==> src/hdl/sic_pkg.sv <==
package sic_pkg;

  // fixed-point constants of the scattering datapath
  localparam logic [27:0] KR = 28'((64'd3 << 32) * 64'd100000 / (64'd16 * 64'd314159));
  localparam logic [20:0] KM = 21'((64'd1 << 24) * 64'd100000 / (64'd4 * 64'd314159));
  localparam logic [14:0] G_CAP = 15'd32440;
  localparam logic [47:0] OUT_MAX = 48'hFFFF_FFFF_FFFF;

  localparam int D46_W = 48;
  localparam int ROOT_W = 24;
  localparam int SQ_REM_W = 26;
  localparam int DD_W = 35;
  localparam int NUM_W = 51;
  localparam int DVD_W = 64;
  localparam int QUO_W = 43;
  localparam int PR_W = 29;

  typedef enum logic [2:0] {
    REG_SUN_DIR_X = 3'd0,
    REG_SUN_DIR_Y = 3'd1,
    REG_SUN_DIR_Z = 3'd2,
    REG_RED_RAYLEIGH = 3'd3,
    REG_GREEN_RAYLEIGH = 3'd4,
    REG_BLUE_RAYLEIGH = 3'd5,
    REG_MIE_SCALED = 3'd6,
    REG_MIE_ASYMMETRY = 3'd7
  } reg_index_t;

  typedef struct packed {
    logic signed [15:0] view_x;
    logic signed [15:0] view_y;
    logic signed [15:0] view_z;
  } view_t;

  typedef struct packed {
    logic [47:0] inscatter_red;
    logic [47:0] inscatter_green;
    logic [47:0] inscatter_blue;
  } result_t;

  typedef struct packed {
    logic signed [15:0] sun_dir_x;
    logic signed [15:0] sun_dir_y;
    logic signed [15:0] sun_dir_z;
    logic [31:0] red_rayleigh_scaled;
    logic [31:0] green_rayleigh_scaled;
    logic [31:0] blue_rayleigh_scaled;
    logic [31:0] mie_scaled;
    logic [14:0] mie_asymmetry;
  } cfg_t;

  // values riding along the iterative units
  typedef struct packed {
    logic [PR_W-1:0] pr;
    logic [DD_W-1:0] dd;
    logic [NUM_W-1:0] num;
  } side_t;

endpackage

==> src/hdl/sic_isqrt.sv <==
module sic_isqrt (
  input  logic clk,
  input  logic rst,
  input  logic en,
  input  logic in_valid,
  input  logic [sic_pkg::D46_W-1:0] value,
  input  sic_pkg::side_t in_side,
  output logic out_valid,
  output logic [sic_pkg::ROOT_W-1:0] root,
  output sic_pkg::side_t out_side
);

  localparam int N = sic_pkg::ROOT_W;
  localparam int RW = sic_pkg::SQ_REM_W;
  localparam int VW = sic_pkg::D46_W;

  logic vld [0:N];
  logic [RW-1:0] rem [0:N];
  logic [N-1:0] rt [0:N];
  logic [VW-1:0] val [0:N];
  sic_pkg::side_t sd [0:N];

  assign vld[0] = in_valid;
  assign rem[0] = '0;
  assign rt[0] = '0;
  assign val[0] = value;
  assign sd[0] = in_side;

  // one root bit per stage
  for (genvar k = 0; k < N; k++) begin : g_stage
    logic [RW+1:0] cur;
    logic [RW+1:0] trial;
    assign cur = {rem[k], val[k][VW-1:VW-2]};
    assign trial = {2'b0, rt[k], 2'b01};

    always_ff @(posedge clk) begin
      if (rst) begin
        vld[k+1] <= 1'b0;
      end else if (en) begin
        vld[k+1] <= vld[k];
      end
      if (en) begin
        if (cur >= trial) begin
          rem[k+1] <= RW'(cur - trial);
          rt[k+1] <= {rt[k][N-2:0], 1'b1};
        end else begin
          rem[k+1] <= RW'(cur);
          rt[k+1] <= {rt[k][N-2:0], 1'b0};
        end
        val[k+1] <= {val[k][VW-3:0], 2'b0};
        sd[k+1] <= sd[k];
      end
    end
  end

  assign out_valid = vld[N];
  assign root = rt[N];
  assign out_side = sd[N];

endmodule

==> config.mk <==
export PLATFORM = sky130hd
export DESIGN_NAME = sic_isqrt
export DESIGN_NICKNAME = d
export VERILOG_FILES = /design/src/hdl/sic_pkg.sv /design/src/hdl/sic_isqrt.sv
export SDC_FILE = /design/constraint.sdc
export NUM_CORES = 2
export LEC_CHECK = 0
export BUFFER_PORTS_ARGS = -buffer_cell sky130_fd_sc_hd__buf_2
export CAP_MARGIN = 15
export CELL_PAD_IN_SITES_DETAIL_PLACEMENT = 0
export CELL_PAD_IN_SITES_GLOBAL_PLACEMENT = 2
export CORE_UTILIZATION = 44
export CTS_CLUSTER_DIAMETER = 50
export CTS_CLUSTER_SIZE = 12
export DETAILED_ROUTE_END_ITERATION = 6
export HOLD_SLACK_MARGIN = 0.08
export PLACE_DENSITY = 0.8
export SKIP_CTS_REPAIR_TIMING = 1
export SLEW_MARGIN = 20
export SYNTH_ARGS = -nofsm -noshare
export SYNTH_HDL_FRONTEND = slang
export SYNTH_SLANG_ARGS = --single-unit
==> constraint.sdc <==
create_clock -name clk -period 2.9 [get_ports clk]
set_input_delay 0.29 -clock clk [delete_from_list [all_inputs] [get_ports clk]]
set_output_delay 0.29 -clock clk [all_outputs]
set_load 0.02 [all_outputs]
# ---- Word level (Yosys, flattened, before mapping)
# Cells that the tools add are included.
# W data, S select, Z words.
dict set report totals {
  ff_bits 4211
  inputBits 167
  output_inout_bits 140
  elab_cells 261
}
dict set report classes {
  addsub 23
  magnitude_cmp 24
  n_mux 47
}
# cell count
set ops {}
lappend ops {{$mux W26} 22}
lappend ops {{$ge A28 B10 Y1} 1}
lappend ops {{$ge A28 B11 Y1} 1}
lappend ops {{$ge A28 B12 Y1} 1}
lappend ops {{$ge A28 B13 Y1} 1}
lappend ops {{$ge A28 B14 Y1} 1}
lappend ops {{$ge A28 B15 Y1} 1}
lappend ops {{$ge A28 B16 Y1} 1}
lappend ops {{$ge A28 B17 Y1} 1}
lappend ops {{$ge A28 B18 Y1} 1}
lappend ops {{$ge A28 B19 Y1} 1}
lappend ops {{$ge A28 B20 Y1} 1}
lappend ops {{$ge A28 B21 Y1} 1}
lappend ops {{$ge A28 B22 Y1} 1}
lappend ops {{$ge A28 B23 Y1} 1}
lappend ops {{$ge A28 B24 Y1} 1}
lappend ops {{$ge A28 B25 Y1} 1}
lappend ops {{$ge A28 B3 Y1} 1}
lappend ops {{$ge A28 B4 Y1} 1}
lappend ops {{$ge A28 B5 Y1} 1}
lappend ops {{$ge A28 B6 Y1} 1}
lappend ops {{$ge A28 B7 Y1} 1}
lappend ops {{$ge A28 B8 Y1} 1}
lappend ops {{$ge A28 B9 Y1} 1}
lappend ops {{26 further kinds} 49}

# ---- Depth between registers and ports, before layout
dict set report depth {
  depth_word 2
  ltp_mapped 13
  ltp_nobuf 13
}

# ---- Worst setup path after synthesis
# Ideal clock, no wire load.
dict set report synth_path {
  path_type {register to register}
  start {reg rem (netlist bit g_stage[20].cur[9])}
  end {reg rem (netlist bit g_stage[21].cur[23]) (data pin)}
  setup_ns 0.267
  t_arrival_ns 2.865
  required_ns 2.633
  setup_slack_ns -0.232
  stages_incl_launch_ff 12
  path_buffers 1
  synth_period_minus_slack_ns 3.132
  path_cell_list {edfxtp_1 -> ha_1 -> a21o_1 -> a21o_1 -> a211oi_1 -> or4b_1 -> a31o_2 -> a21oi_1 -> clkinv_1 -> clkbuf_1 -> o21ai_0 -> o211ai_1}
}
dict set report synth_via {
  elab_chain_len 2
  word_cells_on_any_way 3
  classes_between {add/sub: 1; order compare: 1; mux: 1}
}
# element line_no
set synth_rtl {}
lappend synth_rtl {{start, declared} sic_isqrt.sv:18} ;# logic [RW-1:0] rem [0:N];
lappend synth_rtl {{start signal, assigned by index} sic_isqrt.sv:44} ;# rem[k+1] <= RW'(cur - trial);
lappend synth_rtl {{start signal, assigned by index} sic_isqrt.sv:47} ;# rem[k+1] <= RW'(cur);
lappend synth_rtl {{$sub A26 B22 Y26 / $ge A28 B22 Y1 (equally long branches)} {sic_isqrt.sv:44, sic_isqrt.sv:43}}
lappend synth_rtl {{$mux W26 (*)} sic_isqrt.sv:43} ;# if (cur >= trial) begin
# Every way passes the cells marked *; elsewhere a longest branch is shown, timed or not.
# A chain may end at the register's enable or synchronous reset.

# ---- Final worst setup path
dict set report layout_path {
  start {reg rt (netlist bit g_stage[14].trial[2])}
  end {reg rem (netlist bit g_stage[15].cur[25]) (data pin)}
}
dict set report layout_via {
  elab_chain_len 2
  word_cells_on_any_way 3
  classes_between {add/sub: 1; order compare: 1; mux: 1}
}
# element line_no
set layout_rtl {}
lappend layout_rtl {{start, declared} sic_isqrt.sv:19} ;# logic [N-1:0] rt [0:N];
lappend layout_rtl {{start signal, assigned by index} sic_isqrt.sv:45} ;# rt[k+1] <= {rt[k][N-2:0], 1'b1};
lappend layout_rtl {{start signal, assigned by index} sic_isqrt.sv:48} ;# rt[k+1] <= {rt[k][N-2:0], 1'b0};
lappend layout_rtl {{$sub A26 B16 Y26 / $ge A28 B16 Y1 (equally long branches)} {sic_isqrt.sv:44, sic_isqrt.sv:43}}
lappend layout_rtl {{$mux W26 (*)} sic_isqrt.sv:43}
# Marked as above.

==> flow_summary.ini <==
[status]
status = complete, but fails checks
violations = DRC, setup timing

[worst_setup_path]
worst_path_largest_cell_delay_ns = 0.53
rrSetupSlack_ns = -0.19
worstPathArrival_ns = 3.72
ff2ff_path_depth = 12
required_ns = 3.53
cp_slowest_cell = or4_4
cp-start-kind = register
regToRegStartpoint = g_stage[14].trial[2]
crit_fanout = 3
crit_top_cell = o21a_1
crit_type = reg -> reg
endpoint_kind = register
r2r-end = g_stage[15].cur[25]
crit_chain = inv_2 > ha_4 > buf_6 > o21a_1 > o21a_1 > o211ai_1 > a31oi_2 > or4_4 > a31oi_4 > nor2_2 > a311o_1 > xnor2_1

[power_and_ir_drop]
p_total_mw = 140
vdd_drop_max_mv = 0.603
powerDensity_nw_per_um2 = 773
leakage_nw = 65.9

[worst_hold_path]
hold_class = in -> reg
hold_end = sd[2744]
hold_path_startpoint = in_side[99]
worstHoldPathCells = 2

[timing]
setup_ws_ns = -0.191
rsz0062_at_grt = yes
finClkSkew_ns = 0.108
finalCriticalPeriod_ns = 3.09
max_slew_margin = 0.429
drv_slew = 0
fmax_ghz = 0.324
worst_slew_pin_slew_ns = 0.849
setup_viol = 35
setup_tns_ns = -2.42
fin_crit_sh = 1.07
hold_viol_final = 0

[logic_synthesis]
synth_warnings = 0
syn-mean-instance-area_um2 = 19.0
synthArstFlopShare = 0
syn-num-nets = 8349
ys_types = 86
yosys_register_bits = 4186
yosysSeqAreaShare = 0.840
syn_area_um2 = 149000
synth_edf_count = 4162
synthFlopType = edfxtp_1
synthCells = 7857

[die]
core_um2 = 337000
fp.dieW_um = 585
start_util = 0.443
rows = 213
dieArea_um2 = 342000
die_h_um = 585
ios = 307

[cts]
cts.clk_slew.worst_paths_ns = 0.06
cts.sink_count = 4186
htree_levels = 5
cts-buffers-inserted = 450
cts-root-buf = clkbuf_16
clkLatencyLatePin_ns = 0.98
cts.path.max_buffers = 4
cts_tree = yes

[layout]
nets = 10100
syn2layout_area_growth_pct = 21.3
drive_above_1_share = 0.219

[detailed_routing]
vias = 68400
dr.pass1.iters = 7
avgViaCountPerCell = 4.79
wirelength_mm = 237
drc = 4
final_antenna_net_count = 0
first_iter_violations = 3470
wl_per_cell_um = 16.6

[global_route]
antenna_found_initial = 5
grt_usage = 0.131
grt_pass1_vias = 69100
grt_pass1_wl_mm = 360
grt_max_degree = 119
grt_overflow = 0

[place]
port_buffers = 306
dpl.hpwl_mm = 146
place_congestion = 0.860

[run]
cap_viol_max_count = 0
==> critical path, delay by kind of cell (launching register included) <==
family / cells / cell delay [ns]
AOI/OAI and AO/OA: 6 / 1.27
xor gates and xnor gates: 1 / 0.13
adders and majority gates: 1 / 0.21
buffers and inverters: 2 / 0.19
DFF: 1 / 0.39
and+or+nand+nor: 2 / 0.61
==> worst max path at each step <==
stage	depth (start not counted)	endpoint	slack, ns	startpoint
global route	12	g_stage[15].cur[25]	-0.27	g_stage[14].trial[2]
finish	12	g_stage[15].cur[25]	-0.19	g_stage[14].trial[2]
global placement	10	g_stage[21].cur[23]	-0.32	g_stage[20].cur[9]
CTS	11	g_stage[15].cur[25]	-0.35	g_stage[14].cur[2]
detailed placement	11	g_stage[15].cur[25]	-0.32	g_stage[14].cur[2]
floorplan	11	g_stage[9].cur[23]	-0.06	g_stage[8].cur[14]
==> metal layers <==
layer | GRT usage | wire [um]
met3 | 0.0253 | 8850
met5 | 0 | 0
met4 | 0.0537 | 8870
met1 | 0.150 | 94400
met2 | 0.241 | 125000
==> placed cells by master, fill, tap and decap left out, drive strengths merged, types with 78 or more instances in the layout <==
cell type	count
nor2	241
xor2	215
dlygate4sd3	300
ha	325
nand2	357
edfxtp	4162
a21o	147
xnor2	210
inv	449
buf	1146
nor3	124
nand3	78
a21oi	239
clkinv	87
clkbuf	488
o21ai	300
==> flip-flops by register name (all words and copies together), names as in the netlist <==
name           flops
sd              2645
g_stage.cur      596
val              506
g_stage.trial    276
out_side         115
root              24
vld               23
out_valid          1
==> cell type report <==
type,count,area [um2]
multi-input cells,3071,23200
well taps,4515,5650
clock inverters,169,1920
clock buffers,484,11400
inverters,406,1540
flip-flops and latches,4186,125000
diodes,3,7.51
fillers,25900,156000
repair buffers,1450,12000
==> cell families (layout without fill, tap and decap cells) <==
| group | after synthesis | in the layout | share of synthesized area |
|---|---|---|---|
| buffers and inverters | 600 | 2509 | 0.0181 |
| multiplexers | 69 | 69 | 0.00489 |
| AO/OA/AOI/OAI | 1011 | 1011 | 0.0429 |
| XOR/XNOR | 425 | 425 | 0.0249 |
| AND/OR/NAND/NOR | 1240 | 1240 | 0.0417 |
| adder cells (fa/ha/maj) | 325 | 325 | 0.0272 |
| flip-flops | 4186 | 4186 | 0.840 |
| other | 1 | 4 | 0.0000251 |
==> synthesized netlist by cell type (all sizes together) (5+ instances only) <==
cell / instances / share of area
edfxtp: 4162 / 0.84
inv: 403 / 0.010
nand2: 357 / 0.0090
ha: 325 / 0.027
o21ai: 300 / 0.010
nor2: 241 / 0.0061
a21oi: 239 / 0.0080
xor2: 215 / 0.013
xnor2: 210 / 0.012
a21o: 147 / 0.0074
buf: 129 / 0.0062
nor3: 124 / 0.0042
nand3: 78 / 0.0026
o21a: 75 / 0.0038
nand2b: 70 / 0.0029
nor4: 69 / 0.0030
clkbuf: 65 / 0.0016
nor2b: 59 / 0.0025
or3: 48 / 0.0020
o31ai: 45 / 0.0023
mux2i: 38 / 0.0025
nand4: 36 / 0.0016
a211oi: 31 / 0.0016
mux2: 31 / 0.0023
and3: 28 / 0.0012
or4: 27 / 0.0014
dfxtp: 24 / 0.0032
or2: 24 / 0.0010
o21bai: 23 / 0.0012
a31oi: 22 / 0.00092
o211ai: 19 / 0.00096
and2: 18 / 0.00075
a21boi: 16 / 0.00080
a2111oi: 15 / 0.0011
nand3b: 15 / 0.00075
nor3b: 15 / 0.00075
and4: 11 / 0.00065
a31o: 8 / 0.00047
nor4b: 8 / 0.00047
a211o: 7 / 0.00041
o31a: 7 / 0.00041
o311ai: 6 / 0.00035
a41oi: 5 / 0.00029
o41ai: 5 / 0.00029
==> through the flow <==
stage	area, um2	cells	hold slack, ns	worst slack, ns	utilization
finish	181000	14300	0.125	-0.191	0.537
global route	181000	14300	0.0662	-0.275	0.537
CTS	175000	13900	-0.633	-0.353	0.520
detailed placement	162000	13200	0.405	-0.318	0.480
global placement	162000	13200	0.400	-0.319	0.480
floorplan	149000	7857	0.362	-0.0632	-
==> where the power goes <==
part / leakage [nW] / switching, mW / internal [mW]
Combinational: 18.8 / 7.24 / 6.31
Sequential: 40.6 / 2.12 / 72.2
Clock: 6.47 / 22.4 / 29.8
Note: power is estimated with default switching activity, not from simulation.
